$ cat src/rtl/diff_drive_odometry_step_assert.svh
// ----------------------------------------------------------------------------
// Odometry step assertion macros
// Concurrent property macros shared by the odometry RTL.
// ----------------------------------------------------------------------------
`ifndef DIFF_DRIVE_ODOMETRY_STEP_ASSERT_SVH
`define DIFF_DRIVE_ODOMETRY_STEP_ASSERT_SVH
`ifndef ASSERT_OFF
`define DDO_ASSERT_IMP(lbl, clk, rst, ante, cons) \
   lbl: assert property (@(posedge clk) disable iff (rst) (ante) |-> (cons)) \
      else $error("odometry assertion failed");
`define DDO_ASSERT_NXT(lbl, clk, rst, ante, cons) \
   lbl: assert property (@(posedge clk) disable iff (rst) (ante) |=> (cons)) \
      else $error("odometry assertion failed");
`else
`define DDO_ASSERT_IMP(lbl, clk, rst, ante, cons)
`define DDO_ASSERT_NXT(lbl, clk, rst, ante, cons)
`endif
`endif

$ cat src/rtl/ddo_pkg.sv
// ----------------------------------------------------------------------------
// Odometry step package
// Constants, CORDIC arctangent table, sequencer states and unit handshakes.
// ----------------------------------------------------------------------------
package ddo_pkg;

   localparam int CORDIC_ITERS = 16;
   localparam int ATAN_ENTRIES = 24;
   localparam int ATAN_IDX_W   = 5;

   localparam int DIV_NUM_W = 64;
   localparam int DIV_DEN_W = 40;
   localparam int ANG_W     = 34;
   localparam int TRIG_W    = 33;

   localparam logic signed [ANG_W-1:0] PI_Q30      = 34'sd3373259426;
   localparam logic signed [ANG_W-1:0] TWO_PI_Q30  = 34'sd6746518852;
   localparam logic signed [ANG_W-1:0] HALF_PI_Q30 = 34'sd1686629713;
   localparam logic signed [TRIG_W-1:0] GAIN_Q30   = 33'sd652032874;
   localparam logic signed [32:0] ONE_Q30          = 33'sd1073741824;
   localparam logic [36:0] SERIES_LIMIT            = 37'd536870912;
   localparam logic signed [25:0] PI_Q16           = 26'sd205887;
   localparam logic signed [25:0] TWO_PI_Q16       = 26'sd411775;
   localparam logic [23:0] WHEEL_BASE_RESET        = 24'd262144;

   // reciprocals for the series terms: 2^31/6, 2^35/120, 2^41/5040, rounded up
   localparam logic signed [32:0] RECIP_6          = 33'sd357913942;
   localparam logic signed [32:0] RECIP_120        = 33'sd286331154;
   localparam logic signed [32:0] RECIP_5040       = 33'sd436314139;

   localparam logic [29:0] ATAN_TABLE [ATAN_ENTRIES] = '{
      30'd843314857, 30'd497837829, 30'd263043837, 30'd133525159, 30'd67021687,
      30'd33543516, 30'd16775851, 30'd8388437, 30'd4194283, 30'd2097149,
      30'd1048576, 30'd524288, 30'd262144, 30'd131072, 30'd65536, 30'd32768,
      30'd16384, 30'd8192, 30'd4096, 30'd2048, 30'd1024, 30'd512, 30'd256, 30'd128
   };

   typedef enum logic [4:0] {
      ST_IDLE, ST_MUL_P, ST_MUL_ARC, ST_H2, ST_H4, ST_H6, ST_Q6, ST_Q120,
      ST_Q5040, ST_WRAP_H_GO, ST_CORD_H_GO, ST_DIV_R_GO, ST_RATIO,
      ST_CHORD, ST_WRAP_M_GO, ST_CORD_M_GO, ST_MUL_X, ST_MUL_Y, ST_WRAP_T_GO,
      ST_FINISH, ST_DIV_WAIT, ST_CORD_WAIT, ST_WRAP_RUN
   } state_type;

   typedef struct packed {
      logic start;
   } unit_ctl_type;

   typedef struct packed {
      logic busy;
      logic done;
   } unit_sts_type;

endpackage

$ cat src/rtl/ddo_div.sv
// ----------------------------------------------------------------------------
// Odometry step divider
// Restoring unsigned divider, one quotient bit per cycle.
// ----------------------------------------------------------------------------
module ddo_div (
   input  logic                             clock,
   input  logic                             reset,
   input  ddo_pkg::unit_ctl_type            ctl,
   input  logic [ddo_pkg::DIV_NUM_W-1:0]    dividend,
   input  logic [ddo_pkg::DIV_DEN_W-1:0]    divisor,
   output logic [ddo_pkg::DIV_NUM_W-1:0]    quot,
   output ddo_pkg::unit_sts_type            sts
);

   localparam int CNT_W = $clog2(ddo_pkg::DIV_NUM_W);

   logic [ddo_pkg::DIV_NUM_W-1:0] quot_ff, quot_in;
   logic [ddo_pkg::DIV_DEN_W-1:0] rem_ff, rem_in, den_ff, den_in;
   logic [CNT_W-1:0]              cnt_ff, cnt_in;
   logic                          run_ff, run_in, done_ff, done_in;
   logic [ddo_pkg::DIV_DEN_W:0]   trial;

   always_ff @(posedge clock) begin
      if (reset) begin
         run_ff  <= 1'b0;
         done_ff <= 1'b0;
         cnt_ff  <= '0;
      end else begin
         run_ff  <= run_in;
         done_ff <= done_in;
         cnt_ff  <= cnt_in;
      end
      quot_ff <= quot_in;
      rem_ff  <= rem_in;
      den_ff  <= den_in;
   end

   always_comb begin
      quot_in = quot_ff;
      rem_in  = rem_ff;
      den_in  = den_ff;
      cnt_in  = cnt_ff;
      run_in  = run_ff;
      done_in = 1'b0;
      trial   = {rem_ff, quot_ff[ddo_pkg::DIV_NUM_W-1]};
      if (ctl.start) begin
         quot_in = dividend;
         rem_in  = '0;
         den_in  = divisor;
         cnt_in  = '0;
         run_in  = 1'b1;
      end else if (run_ff) begin
         if (trial >= {1'b0, den_ff}) begin
            rem_in  = ddo_pkg::DIV_DEN_W'(trial - {1'b0, den_ff});
            quot_in = {quot_ff[ddo_pkg::DIV_NUM_W-2:0], 1'b1};
         end else begin
            rem_in  = trial[ddo_pkg::DIV_DEN_W-1:0];
            quot_in = {quot_ff[ddo_pkg::DIV_NUM_W-2:0], 1'b0};
         end
         cnt_in = cnt_ff + 1'b1;
         if (cnt_ff == CNT_W'(ddo_pkg::DIV_NUM_W - 1)) begin
            run_in  = 1'b0;
            done_in = 1'b1;
         end
      end
   end

   assign quot     = quot_ff;
   assign sts.busy = run_ff;
   assign sts.done = done_ff;

endmodule

$ cat config.mk
export PLATFORM = sky130hd
export DESIGN_NAME = ddo_div
export DESIGN_NICKNAME = d
export VERILOG_FILES = /design/src/rtl/diff_drive_odometry_step_assert.svh /design/src/rtl/ddo_pkg.sv /design/src/rtl/ddo_div.sv
export SDC_FILE = /design/constraint.sdc
export NUM_CORES = 1
export LEC_CHECK = 0
export CORE_MARGIN = 2
export CORE_UTILIZATION = 45
export CTS_CLUSTER_DIAMETER = 60
export DETAILED_ROUTE_END_ITERATION = 6
export DONT_BUFFER_PORTS = 1
export PLACE_DENSITY = 0.62
export SYNTH_ARGS = -nofsm -noshare
export SYNTH_HDL_FRONTEND = slang
export SYNTH_SLANG_ARGS = --single-unit
export TNS_END_PERCENT = 20
$ cat constraint.sdc
create_clock -name clock -period 8.6 [get_ports clock]
set_input_delay 1.72 -clock clock [delete_from_list [all_inputs] [get_ports clock]]
set_output_delay 1.72 -clock clock [all_outputs]
set_load 0.02 [all_outputs]
==> impl_results.md <==
* Router iterations before antenna repair at 4
* Setup_tns at 0 ps
* Nets at approximately 910
* Unrepaired setup endpoints after global routing: false
* Initial DRC Count at roughly 320
* Grt ovf at 0
* # IOs at between 150 and 200
* Mean Syn Cell Area at about 11 um^2
* Sequential area share after synthesis at 48.0%
* Antenna diodes at 0
* Setup bufs post-CTS at 0
* Ys flop type: edfxtp_1
* Slew Viols, Final at 0
* Routed vias/inst at 5.76
* Power density cells at around 230 nW/um^2
* Max Cap Violations at 0
* Final setup viols at 0
* Die H at between 100 and 150 um
* Worst-path maximum fanout at 13
* Area Growth Syn to Fin at 8.79%
* Leak at 3.53 nW
* Crit Reg-Reg Startpoint: quot[63]$_DFFE_PP_
* CTS resizes at 0
* Total GRT Usage at 19.1%
* Initial antenna violation count at 0
* Placeable Area at around 19,000 um^2
* First-pass GRT wire length at approximately 30,000 um
* Number of flops mapped to enable cells by yosys at between 100 and 150
* I/O Buffers at 0
* Clock Sinks at 152
* Status: finished, final reports clean
* Critical path class: flop to flop
* Layout Utilization at between 40% and 50%
* CTS max path bufs at 2
* Total wire length at between 15,000 and 20,000 um
* Crit-path cells: inv_1 > ha_1 > nor2b_1 > o211ai_1 > a31oi_4 > o21ai_1 > a211oi_1 > a21oi_2 > o21bai_2 > buf_4 > mux2_2 > mux2i_1 > nor2_1
* Slowest stage cell, crit path: o21bai_2
* Rows at 50
* Register bit count reported by yosys at roughly 150
* Final period util at between 40% and 50%
* Async SR Flop Fraction at 0%
* Final-report hold violation count at 0
* # hold bufs at CTS at 0
* Cell area after layout at 9260 um^2
* Hold Crit Start: rem_ff[2]$_SDFFE_PP0P_
* Hold Crit Class: flop to flop
* Power, Total at approximately 2.1 mW
* Post-synth cell types at 73
* Slew @ Worst Pin at slightly above 800 ps
* Routed via count at a little under 6,000
* Pin count of the biggest net entering global routing at 142
* Max-slew headroom at around 46%
* Arr. time, crit path at ~4000 ps
* CTS tree: built
* Achievable Freq at 271 MHz
* Peak VDD IR at about 150 uV
* Full die area at between 20,000 and 25,000 um^2
* Initial Util at about 46%
* H-tree lvl count at 4
* Setup crit end kind: flop
* Synth warn at 0
* Clk slew on worst S/H paths at roughly 70 ps
* Synth Net Count at 923
* Post-DR wirelength/cell at ~18 um
* CTS Root Cell: clkbuf_16
* Post-Syn Instances at between 700 and 800
* Leading post-synthesis cells by cell area: edfxtp_1 (37%), dfxtp_1 (11%), mux2_2 (8.6%)
* Mapped cell area at ~8500 um^2
* Layout cells sized above 1 at between 10% and 20%
* Hpwl dp at 13,100 um
* Clock Skew at 14.0 ps
* Worst Setup SP: quot[63]$_DFFE_PP_
* Antenna-violating nets left at 0
* CP startpoint kind: flop
* Worst Path Required at 8920 ps
* Cell taking the most area after synthesis: edfxtp_1
* Final min period at about 3700 ps
* CTS Buf Count at 17
* DRC viols at 0
* Synth top area share at 36.7%
* Die W at 142 um
* Critical Path Max Stage Delay at 530 ps
* Fillers at between 1,500 and 2,000
* Worst skew pair latency at 430 ps
* R2R Setup Slk at between 4000 and 5000 ps
* Placed cell area at approximately 8600 um^2
* Placer congestion estimate at approximately 0.9
* Vias in the first global route at a little under 6,000
==> routing by layer <==
layer	wire length (um)	global-route usage [%]	vias to the layer above
met5	0	0	-
met4	323	6.68	0
met3	1360	6.18	29
met2	8910	31.5	189
met1	7970	23.6	2768
li1	-	-	2810
==> metrics by stage <==
stage	std cells	hold slack, ps	setup slack (ps)
finish	1007	494	4910
CTS	1007	502	4910
detailed placement	975	490	4940
global placement	975	468	4970
floorplan	774	446	4790
global route	1007	532	4530
==> layout make-up <==
class / count / area [um^2] / area share (%)
Clock inverter: 15 / 196 / 2.12
Timing Repair Buffer: 4 / 30.0 / 0.324
Inverter: 51 / 191 / 2.07
Tap cell: 234 / 293 / 3.16
Clock buffer: 17 / 425 / 4.59
Multi-Input combinational cell: 534 / 4040 / 43.6
Sequential cell: 152 / 4090 / 44.1
==> worst paths after layout <==
check | cells past startpoint | endpoint
worst max-delay path | 13 | rem_ff[21]$_SDFFE_PP0P_
worst min-delay path | 2 | rem_ff[2]$_SDFFE_PP0P_
worst max register to register | 13 | rem_ff[21]$_SDFFE_PP0P_
worst min register to register | 2 | rem_ff[2]$_SDFFE_PP0P_
==> placed cells by master, fill, tap and decap left out, types with 15 or more instances in the layout <==
cell type and instances:
clkbuf_16 17, nand2_1 40, a211oi_1 20, mux2_2 65, o21ai_0 22, nor2_1 68, mux2i_1 15, inv_1 50
a21o_1 15, a21oi_1 54, xor2_1 20, edfxtp_1 104, ha_1 41, xnor2_1 19, dfxtp_1 47
==> flip-flops by register name, summed over array words and instances, names as in the netlist <==
register	flops
quot	64
den_ff	40
rem_ff	40
cnt_ff	6
done_ff	1
run_ff	1
==> critical path: cells and delay by family (launching register included) <==
kind,cells,cell delay (ps)
compound gates,6,1640
flops,1,520
mux,2,500
buf+inv,2,460
fa+ha+maj,1,230
simple gates,2,210
==> power breakdown <==
part           internal, mW  switching [mW]  leakage [nW]
clock                 0.399           0.367         0.301
combinational         0.163           0.220          1.80
sequential            0.859          0.0851          1.43
==> cell usage after synthesis, types with 2 or more instances <==
cell	number
xor2_1	20
a32oi_1	4
dfxtp_1	48
mux2_2	65
mux2_1	3
nand4_1	9
buf_6	2
a21oi_2	8
buf_2	4
or3_1	3
xnor2_1	19
ha_1	41
or2_2	2
nand2_1	40
o21ai_2	2
nor2b_1	13
nor2_1	68
nor3b_1	2
a311oi_1	3
o21bai_1	7
a31oi_1	3
nor3_1	5
a21oi_1	54
a211oi_2	10
a211oi_1	20
o32ai_1	2
inv_1	51
nand2b_1	7
o21ai_1	6
o211ai_1	6
buf_4	6
a21o_1	15
clkbuf_1	22
and3_1	4
and4_1	2
edfxtp_1	104
o31a_1	2
nand3_1	13
mux2i_1	15
nor2_4	9
buf_1	2
o21ai_0	22
==> kinds of logic after synthesis <==
kind of cell,synth area share (%)
buffers and inverters,4.57
XOR/XNOR,4.01
AND/OR/NAND/NOR,10.9
multiplexers,10.8
flip-flops,48.0
adder cells (fa/ha/maj),6.26
AO/OA/AOI/OAI,15.6
Power figures use the tool's default switching activity.
