File: src/rtl/diff_drive_odometry_step_assert.svh
// ----------------------------------------------------------------------------
// Odometry step assertion macros
// Concurrent property macros shared by the odometry RTL.
// ----------------------------------------------------------------------------
`ifndef DIFF_DRIVE_ODOMETRY_STEP_ASSERT_SVH
`define DIFF_DRIVE_ODOMETRY_STEP_ASSERT_SVH
`ifndef ASSERT_OFF
`define DDO_ASSERT_IMP(lbl, clk, rst, ante, cons) \
   lbl: assert property (@(posedge clk) disable iff (rst) (ante) |-> (cons)) \
      else $error("odometry assertion failed");
`define DDO_ASSERT_NXT(lbl, clk, rst, ante, cons) \
   lbl: assert property (@(posedge clk) disable iff (rst) (ante) |=> (cons)) \
      else $error("odometry assertion failed");
`else
`define DDO_ASSERT_IMP(lbl, clk, rst, ante, cons)
`define DDO_ASSERT_NXT(lbl, clk, rst, ante, cons)
`endif
`endif

File: src/rtl/ddo_pkg.sv
// ----------------------------------------------------------------------------
// Odometry step package
// Constants, CORDIC arctangent table, sequencer states and unit handshakes.
// ----------------------------------------------------------------------------
package ddo_pkg;

   localparam int CORDIC_ITERS = 16;
   localparam int ATAN_ENTRIES = 24;
   localparam int ATAN_IDX_W   = 5;

   localparam int DIV_NUM_W = 64;
   localparam int DIV_DEN_W = 40;
   localparam int ANG_W     = 34;
   localparam int TRIG_W    = 33;

   localparam logic signed [ANG_W-1:0] PI_Q30      = 34'sd3373259426;
   localparam logic signed [ANG_W-1:0] TWO_PI_Q30  = 34'sd6746518852;
   localparam logic signed [ANG_W-1:0] HALF_PI_Q30 = 34'sd1686629713;
   localparam logic signed [TRIG_W-1:0] GAIN_Q30   = 33'sd652032874;
   localparam logic signed [32:0] ONE_Q30          = 33'sd1073741824;
   localparam logic [36:0] SERIES_LIMIT            = 37'd536870912;
   localparam logic signed [25:0] PI_Q16           = 26'sd205887;
   localparam logic signed [25:0] TWO_PI_Q16       = 26'sd411775;
   localparam logic [23:0] WHEEL_BASE_RESET        = 24'd262144;

   // reciprocals for the series terms: 2^31/6, 2^35/120, 2^41/5040, rounded up
   localparam logic signed [32:0] RECIP_6          = 33'sd357913942;
   localparam logic signed [32:0] RECIP_120        = 33'sd286331154;
   localparam logic signed [32:0] RECIP_5040       = 33'sd436314139;

   localparam logic [29:0] ATAN_TABLE [ATAN_ENTRIES] = '{
      30'd843314857, 30'd497837829, 30'd263043837, 30'd133525159, 30'd67021687,
      30'd33543516, 30'd16775851, 30'd8388437, 30'd4194283, 30'd2097149,
      30'd1048576, 30'd524288, 30'd262144, 30'd131072, 30'd65536, 30'd32768,
      30'd16384, 30'd8192, 30'd4096, 30'd2048, 30'd1024, 30'd512, 30'd256, 30'd128
   };

   typedef enum logic [4:0] {
      ST_IDLE, ST_MUL_P, ST_MUL_ARC, ST_H2, ST_H4, ST_H6, ST_Q6, ST_Q120,
      ST_Q5040, ST_WRAP_H_GO, ST_CORD_H_GO, ST_DIV_R_GO, ST_RATIO,
      ST_CHORD, ST_WRAP_M_GO, ST_CORD_M_GO, ST_MUL_X, ST_MUL_Y, ST_WRAP_T_GO,
      ST_FINISH, ST_DIV_WAIT, ST_CORD_WAIT, ST_WRAP_RUN
   } state_type;

   typedef struct packed {
      logic start;
   } unit_ctl_type;

   typedef struct packed {
      logic busy;
      logic done;
   } unit_sts_type;

endpackage

File: src/rtl/ddo_cordic.sv
// ----------------------------------------------------------------------------
// Odometry step CORDIC
// Rotation-mode CORDIC, one micro-rotation per cycle, with half-turn fold.
// ----------------------------------------------------------------------------
module ddo_cordic #(
   parameter int ITERS = ddo_pkg::CORDIC_ITERS
) (
   input  logic                                clock,
   input  logic                                reset,
   input  ddo_pkg::unit_ctl_type               ctl,
   input  logic signed [ddo_pkg::ANG_W-1:0]    angle,
   output logic signed [ddo_pkg::TRIG_W-1:0]   cos_out,
   output logic signed [ddo_pkg::TRIG_W-1:0]   sin_out,
   output ddo_pkg::unit_sts_type               sts
);

   logic signed [ddo_pkg::TRIG_W-1:0] x_ff, x_in, y_ff, y_in, xs, ys;
   logic signed [ddo_pkg::ANG_W-1:0]  z_ff, z_in, a_fold, atan_v;
   logic [ddo_pkg::ATAN_IDX_W-1:0]    i_ff, i_in;
   logic                              flip_ff, flip_in, run_ff, run_in, done_ff, done_in;

   always_ff @(posedge clock) begin
      if (reset) begin
         run_ff  <= 1'b0;
         done_ff <= 1'b0;
         i_ff    <= '0;
      end else begin
         run_ff  <= run_in;
         done_ff <= done_in;
         i_ff    <= i_in;
      end
      x_ff    <= x_in;
      y_ff    <= y_in;
      z_ff    <= z_in;
      flip_ff <= flip_in;
   end

   always_comb begin
      x_in    = x_ff;
      y_in    = y_ff;
      z_in    = z_ff;
      i_in    = i_ff;
      flip_in = flip_ff;
      run_in  = run_ff;
      done_in = 1'b0;
      xs      = x_ff >>> i_ff;
      ys      = y_ff >>> i_ff;
      atan_v  = $signed({4'd0, ddo_pkg::ATAN_TABLE[i_ff]});
      a_fold  = angle;
      if (ctl.start) begin
         flip_in = 1'b0;
         if (angle > ddo_pkg::HALF_PI_Q30) begin
            a_fold  = angle - ddo_pkg::PI_Q30;
            flip_in = 1'b1;
         end else if (angle < -ddo_pkg::HALF_PI_Q30) begin
            a_fold  = angle + ddo_pkg::PI_Q30;
            flip_in = 1'b1;
         end
         x_in   = ddo_pkg::GAIN_Q30;
         y_in   = '0;
         z_in   = a_fold;
         i_in   = '0;
         run_in = 1'b1;
      end else if (run_ff) begin
         if (!z_ff[ddo_pkg::ANG_W-1]) begin
            x_in = x_ff - ys;
            y_in = y_ff + xs;
            z_in = z_ff - atan_v;
         end else begin
            x_in = x_ff + ys;
            y_in = y_ff - xs;
            z_in = z_ff + atan_v;
         end
         i_in = i_ff + 1'b1;
         if (i_ff == ddo_pkg::ATAN_IDX_W'(ITERS - 1)) begin
            run_in  = 1'b0;
            done_in = 1'b1;
         end
      end
   end

   assign cos_out  = flip_ff ? -x_ff : x_ff;
   assign sin_out  = flip_ff ? -y_ff : y_ff;
   assign sts.busy = run_ff;
   assign sts.done = done_ff;

endmodule

File: config.mk
export PLATFORM = sky130hd
export DESIGN_NAME = ddo_cordic
export DESIGN_NICKNAME = d
export VERILOG_FILES = /design/src/rtl/diff_drive_odometry_step_assert.svh /design/src/rtl/ddo_pkg.sv /design/src/rtl/ddo_cordic.sv
export SDC_FILE = /design/constraint.sdc
export NUM_CORES = 1
export LEC_CHECK = 0
export ABC_CLOCK_PERIOD_IN_PS = 13900
export BUFFER_PORTS_ARGS = -buffer_cell sky130_fd_sc_hd__buf_4
export CAP_MARGIN = 20
export CORE_UTILIZATION = 62
export CTS_CLUSTER_DIAMETER = 50
export DETAILED_ROUTE_END_ITERATION = 6
export GPL_ROUTABILITY_DRIVEN = 0
export PLACE_DENSITY = 0.82
export SKIP_LAST_GASP = 1
export SLEW_MARGIN = 20
export SYNTH_ARGS = -nofsm -noshare
export SYNTH_HDL_FRONTEND = slang
export SYNTH_SLANG_ARGS = --single-unit
File: constraint.sdc
create_clock -name clock -period 13.9 [get_ports clock]
set_clock_uncertainty 0.05 [all_clocks]
set_input_delay 2.085 -clock clock [delete_from_list [all_inputs] [get_ports clock]]
set_output_delay 2.085 -clock clock [all_outputs]
set_load 0.005 [all_outputs]
==> impl_metrics.yaml, run 1 <==
timing:
  tightestPinTransition_ns: 1.04
  setup_violations: 0
  rsz0062_at_grt: "no"
  finalHoldViolCount: 0
  setup-tns-final_ns: 0
  period_minus_slack_ns: 7.84
  setup_slack_ns: 6.06
  post-route-period-util_pct: 56.4
  slew_violations: 0
  fmax_mhz: 128
  max_slew_margin_pct: 30.7
logic_synthesis:
  synth_top_family_by_area: "compound AO/OA/AOI/OAI gates"
  ys_seq_area_share_pct: 13.2
  synth-edff-count: 35
  netlist_instances: 2408
  syn_area_um2: 19000
  synth_top_area_cell: "mux4_2"
  ys_warn_count: 0
  synth-simple-area-share_pct: 18.3
  synth-async-reset-ratio_pct: 0
  ys_top_cells_by_area: "mux4_2, ha_1, dfxtp_1"
  synth_cell_type_count: 96
  synth_top_cell_area_share_pct: 8.42
  synth_common_cells: "nor2_1, nand2_1, a21oi_1"
  synth_seq_cells: 108
  synth_most_common_cell: "nor2_1"
  postSynthAreaPerCell_um2: 7.89
  synth_xor_area_share_pct: 11.6
  muxShareOfSynthArea_pct: 17.1
  synth_compound_gate_area_share_pct: 25.7
  ys.flop_type: "dfxtp_1"
  synth_adder_area_share_pct: 8.09
  synth_fp_nets: 2566
setup_path:
  slowest_stage: "buf_4"
  max_stage_delay_ns: 0.89
  crit_arrival_ns: 8.08
  path_cells: "buf_4 -> mux4_2 -> mux2i_1 -> nor2_1 -> a211oi_1 -> nand3_1 -> and4bb_2 -> a31oi_1 -> xnor2_1 -> ha_1 -> a21o_1 -> a21o_1 -> a21o_1 -> a21o_1 -> a21o_1 -> a221oi_1 -> o21bai_1 -> a31oi_1 -> nor3_1 -> a211o_1"
  endpoint_kind: "flip-flop"
  r2r_end: "y_ff[31]"
  cp_common_cell: "a21o_1"
  ff2ff_setup_slack_ns: 6.06
  path_class: "reg -> reg"
  reg2regPathDepth: 20
  required_ns: 14.15
  critPathLaunchType: "flip-flop"
  path_max_fanout: 77
  r2r-start: "i_ff[1]"
clock_network:
  cts_sinks: 108
  cts_hold_buf: 0
  cts-root-buf: "clkbuf_16"
  cts.clk_slew.worst_paths_ns: 0.08
  numCtsBuffers: 9
  htreeDepth: 3
  post-cts-setup-buffer-count: 0
  cts_tree: "done"
  clk_latency_ns: 0.40
  ctsResizeCount: 0
  clock_path_buffers: 2
floorplanning:
  start_util_pct: 63.6
  io_pins: 105
  num_rows: 63
  die-area_um2: 31300
  fp.dieH_um: 177
  die_x_um: 177
  coreArea_um2: 29900
worst_hold_path:
  min_to: "y_ff[0]"
  min-delay-start: "y_ff[0]"
  hold_class: "reg -> reg"
  holdPathStages: 2
routing:
  drtPass1Iterations: 7
  wire_per_inst_um: 22.1
  viasPerCell: 7.17
  drtIter0Drc: 2902
  wl_mm: 60.6
  via_count: 19600
  antenna_left: 0
  route.detailed.drc: 194
place:
  hpwl_mm: 44.0
  io_buffers: 104
  pre_cts_ws_ns: 6.59
cells_and_area:
  drive_gt1_share_pct: 13.1
  syn2layout_area_growth_pct: 4.51
  final_util_pct: 66.5
  nets: 2502
  num_antenna_cells: 0
grt:
  grt.total_usage_pct: 38.3
  overflow: 0
  antenna_found_initial: 0
  grt_pass1_vias: 17800
  grt_max_degree: 84
  grt_pass1_wl_mm: 95.4
status:
  violations: "design-rule violations"
  status: "finished, violations left"
flow_run:
  drv_cap: 0
pwr:
  power_density_nw_per_um2: 246
  ir_drop_mv: 0.146
  finalPower_uw: 4890
  p_leak_uw: 0.00796
## metal layers
| metal | GRT usage, % | vias up | wire length, um |
|---|---|---|---|
| met3 | 10.1 | 321 | 6310 |
| met1 | 46.3 | 9165 | 22900 |
| li1 | - | 8884 | - |
| met2 | 61.4 | 1272 | 27400 |
| met4 | 21.6 | 2 | 3880 |
| met5 | 0.962 | - | 41 |
## worst max-delay path: cells and delay by family, from the launching register on
| family | cells | cell delay (ns) |
|---|---|---|
| AO/OA/AOI/OAI | 11 | 3.05 |
| multiplexers | 2 | 1.31 |
| AND/OR/NAND/NOR | 4 | 1.04 |
| buffers and inverters | 1 | 0.89 |
| flip-flops | 1 | 0.77 |
| adder cells (fa/ha/maj) | 1 | 0.40 |
| XOR/XNOR | 1 | 0.19 |
## final cells by class
class                      count  area (um^2)
multi-input combinational   2042        15300
fill                        2467        10000
sequential                   108         2530
timing repair buffer         126          943
tap                          390          488
clock buffer                  12          258
inverter                      57          214
clock inverter                 4         77.6
## flip-flops by register name, summed over array words and instances, names as in the netlist
name / count
flip_ff: 1
z_ff: 34
run_ff: 1
done_ff: 1
y_ff: 33
x_ff: 33
i_ff: 5
## power by group
part / switching [uW] / internal, uW / total, uW
registers: 283 / 470 / 754
clock network: 135 / 170 / 305
logic: 2120 / 1720 / 3830
## placed cells by master (no fill, tap or decap), types with 12 or more instances in the layout
cell type  count
dfxtp_1       67
mux4_2        71
a211oi_1      39
a211o_1       12
inv_1         55
nand2_1      196
a21o_1        55
and3_1        22
or3_1         21
nand2b_1      26
a221oi_1      13
a21oi_1      172
edfxtp_1      35
xnor2_1      153
mux2_2        40
nor3_1        51
nand4_1       14
nor2_1       218
mux2i_1      107
o21ai_0      141
o21a_1        18
a22oi_1       13
nand3_1       44
o22ai_1       18
o41ai_1       12
a32oi_1       13
and2_1        25
xor2_1        97
ha_1         118
o31ai_1       25
nor2b_1       20
buf_4        125
o221ai_1      12
o21bai_1      18
a31oi_1       41
o211ai_1      18
## through the flow
stage / cell area, um^2 / hold WS, ns / cells
2_1_floorplan: 19000 / 0.440 / 2408
3_3_place_gp: 19500 / 0.478 / 2722
5_1_grt: 19900 / 0.541 / 2739
3_5_place_dp: 19500 / 0.512 / 2722
4_1_cts: 19800 / 0.517 / 2738
6_report: 19900 / 0.516 / 2739
## cell families after synthesis
group | count (synthesis)
muxes | 226
adders and majority gates | 121
buffers and inverters | 258
xor gates and xnor gates | 251
and+or+nand+nor | 715
DFF | 108
AOI/OAI and AO/OA | 729
## worst max path at each step
stage	from	to	slack, ns
5_1_grt	i_ff[1]	y_ff[31]	5.67
2_1_floorplan	i_ff[0]	z_ff[30]	7.89
6_report	i_ff[1]	y_ff[31]	6.06
3_5_place_dp	i_ff[1]	y_ff[31]	6.59
4_1_cts	i_ff[1]	y_ff[31]	6.57
3_3_place_gp	i_ff[1]	y_ff[31]	6.77
(Power assumes the default switching activity.)
==> run 2, diff against run 1 <==
- ABC_AREA: unset -> 1
- ABC_CLOCK_PERIOD_IN_PS: 13900 -> 7900
- clock period: 13.9 -> 7.9 ns (I/O delays scaled with it)
==> impl_metrics.yaml, run 2 <==
floorplanning:
  coreArea_um2: 29900
  start_util_pct: 63.4
  die-area_um2: 31300
  fp.dieH_um: 177
  die_x_um: 177
  io_pins: 105
  num_rows: 63
place:
  io_buffers: 104
  place_inst: 3690
  hpwl_mm: 48.1
grt:
  grt_max_degree: 78
  antenna_found_initial: 0
  overflow: 0
  grt_pass1_vias: 20800
  grt.total_usage_pct: 39.9
  grt_pass1_wl_mm: 102
logic_synthesis:
  synth_top_cell_area_share_pct: 17.7
  synth_top_area_cell: "nand2_1"
  ys_top_cells_by_area: "nand2_1, nand3_1, ha_1"
  synth_most_common_cell: "nand2_1"
  ys.flop_type: "dfxtp_1"
  postSynthAreaPerCell_um2: 5.71
  synth_seq_cells: 108
  synth_cell_type_count: 63
  synth-edff-count: 35
  ys_seq_area_share_pct: 13.3
  netlist_instances: 3315
  synth_fp_nets: 3473
  syn_area_um2: 18900
  synth_common_cells: "nand2_1, inv_1, nand3_1"
  ys_warn_count: 0
  synth-async-reset-ratio_pct: 0
cells_and_area:
  final_common_cell: "nand2_1"
  nets: 3469
  multiInputGateArea_um2: 14300
  layoutNonFillerInstCount: 3706
  reg_top3: "z_ff (34), x_ff (33), y_ff (33)"
  top_register: "z_ff"
  num_antenna_cells: 0
  final_util_pct: 66.9
  syn2layout_area_growth_pct: 5.45
  largest_reg_flops: 34
  drive_gt1_share_pct: 7.30
  nFillCells: 2841
  final_cell_mix: "nand2_1, inv_1, nand3_1"
  seq_area_um2: 2520
timing:
  period_minus_slack_ns: 6.05
  setup-tns-final_ns: 0
  fmax_mhz: 165
  post-route-period-util_pct: 76.6
  finalHoldViolCount: 0
  tightestPinTransition_ns: 0.962
  max_slew_margin_pct: 35.8
  slew_violations: 0
  whs_ns: 0.555
  setup_violations: 0
  rsz0062_at_grt: "no"
setup_path:
  path_max_fanout: 77
  slowest_stage: "buf_4"
  r2r_end: "x_ff[23]"
  reg2regPathDepth: 30
  path_class: "reg -> reg"
  critPathLaunchType: "flip-flop"
  cp_common_cell: "nand2_1"
  required_ns: 8.07
  crit_arrival_ns: 6.23
  endpoint_kind: "flip-flop"
  r2r-start: "i_ff[0]"
  max_stage_delay_ns: 0.60
  ff2ff_setup_slack_ns: 1.85
clock_network:
  cts.clk_slew.worst_paths_ns: 0.09
  cts_hold_buf: 0
  clk_latency_ns: 0.38
  post-cts-setup-buffer-count: 0
  numCtsBuffers: 9
  ctsResizeCount: 0
  htreeDepth: 3
  cts-root-buf: "clkbuf_16"
  cts_sinks: 108
  cts_tree: "done"
  clock_path_buffers: 2
routing:
  top_layer: "met4"
  wire_per_inst_um: 17.0
  antenna_left: 0
  viasPerCell: 6.21
  wl_met3_mm: 6.74
  drtPass1Iterations: 7
  drt-met1-wl_mm: 25.1
  route.detailed.drc: 23
  wl_met2_mm: 27.9
  via_count: 23000
  wl_mm: 63.1
  drtIter0Drc: 2944
pwr:
  ir_drop_mv: 0.181
  p_leak_uw: 0.0102
  power_density_nw_per_um2: 342
  finalPower_uw: 6820
worst_hold_path:
  min_to: "x_ff[0]"
  min-delay-start: "x_ff[0]"
  holdPathStages: 2
  hold_class: "reg -> reg"
status:
  violations: "design-rule violations"
  status: "finished, violations left"
flow_run:
  drv_cap: 0
-- run 2: changes by cell type after synthesis, sizes merged, moves of 46 or more --
cell | before | now
o21ai | 146 | 245
inv | 56 | 382
a21oi | 176 | 237
nand3 | 45 | 364
xnor2 | 154 | 76
nor2 | 218 | 314
mux4 | 73 | 0
clkbuf | 125 | 60
mux2i | 107 | 0
nand2 | 197 | 907
mux2 | 46 | 0
-- run 2: layer usage --
layer,track usage (%),up-vias
li1,-,11000
met1,50.6,10200
met2,64.9,1493
met3,6.79,282
met4,20.2,0
met5,0,-
-- run 2: report_power, final --
part,switching [uW],internal (uW)
logic,3310,1980
registers,255,772
clock network,256,250
total,3820,3000
-- run 2: kinds of logic after synthesis --
group | after synthesis | synth area share (%)
adders and majority gates | 121 | 8.11
DFF | 108 | 13.3
and+or+nand+nor | 1732 | 39.4
xor gates and xnor gates | 195 | 9.02
buffers and inverters | 520 | 11.3
AOI/OAI and AO/OA | 639 | 19.0
-- run 2: worst max-delay path by stage --
stage                    end  depth (start not counted)  startpoint  slack, ns
finish              x_ff[23]                         30     i_ff[0]       1.85
global route        x_ff[23]                         30     i_ff[0]       1.20
floorplan           x_ff[23]                         32     i_ff[0]       3.53
global placement    x_ff[23]                         30     i_ff[0]       2.25
CTS                 x_ff[23]                         30     i_ff[0]       2.03
detailed placement  x_ff[23]                         30     i_ff[0]       2.07
-- run 2: worst max-delay path, delay by kind of cell, from the launching register on --
family / cells / cell delay, ns
AOI/OAI and AO/OA: 8 / 1.80
xor gates and xnor gates: 1 / 0.14
adders and majority gates: 2 / 0.50
buffers and inverters: 6 / 1.31
DFF: 1 / 0.32
and+or+nand+nor: 13 / 1.71
-- run 2: layout make-up --
type	count	area share (%)
Clock inverter	5	0.238
Sequential cell	108	12.6
Clock buffer	11	1.32
Inverter	383	7.24
Tap cell	390	2.44
Timing Repair Buffer	122	4.59
Multi-Input combinational cell	2687	71.6
-- run 2: through the flow --
stage	instance area, um^2	worst slack (ns)
3_3_place_gp	19700	2.25
6_report	20000	1.85
4_1_cts	20000	2.03
5_1_grt	20000	1.20
2_1_floorplan	18900	3.53
3_5_place_dp	19700	2.07
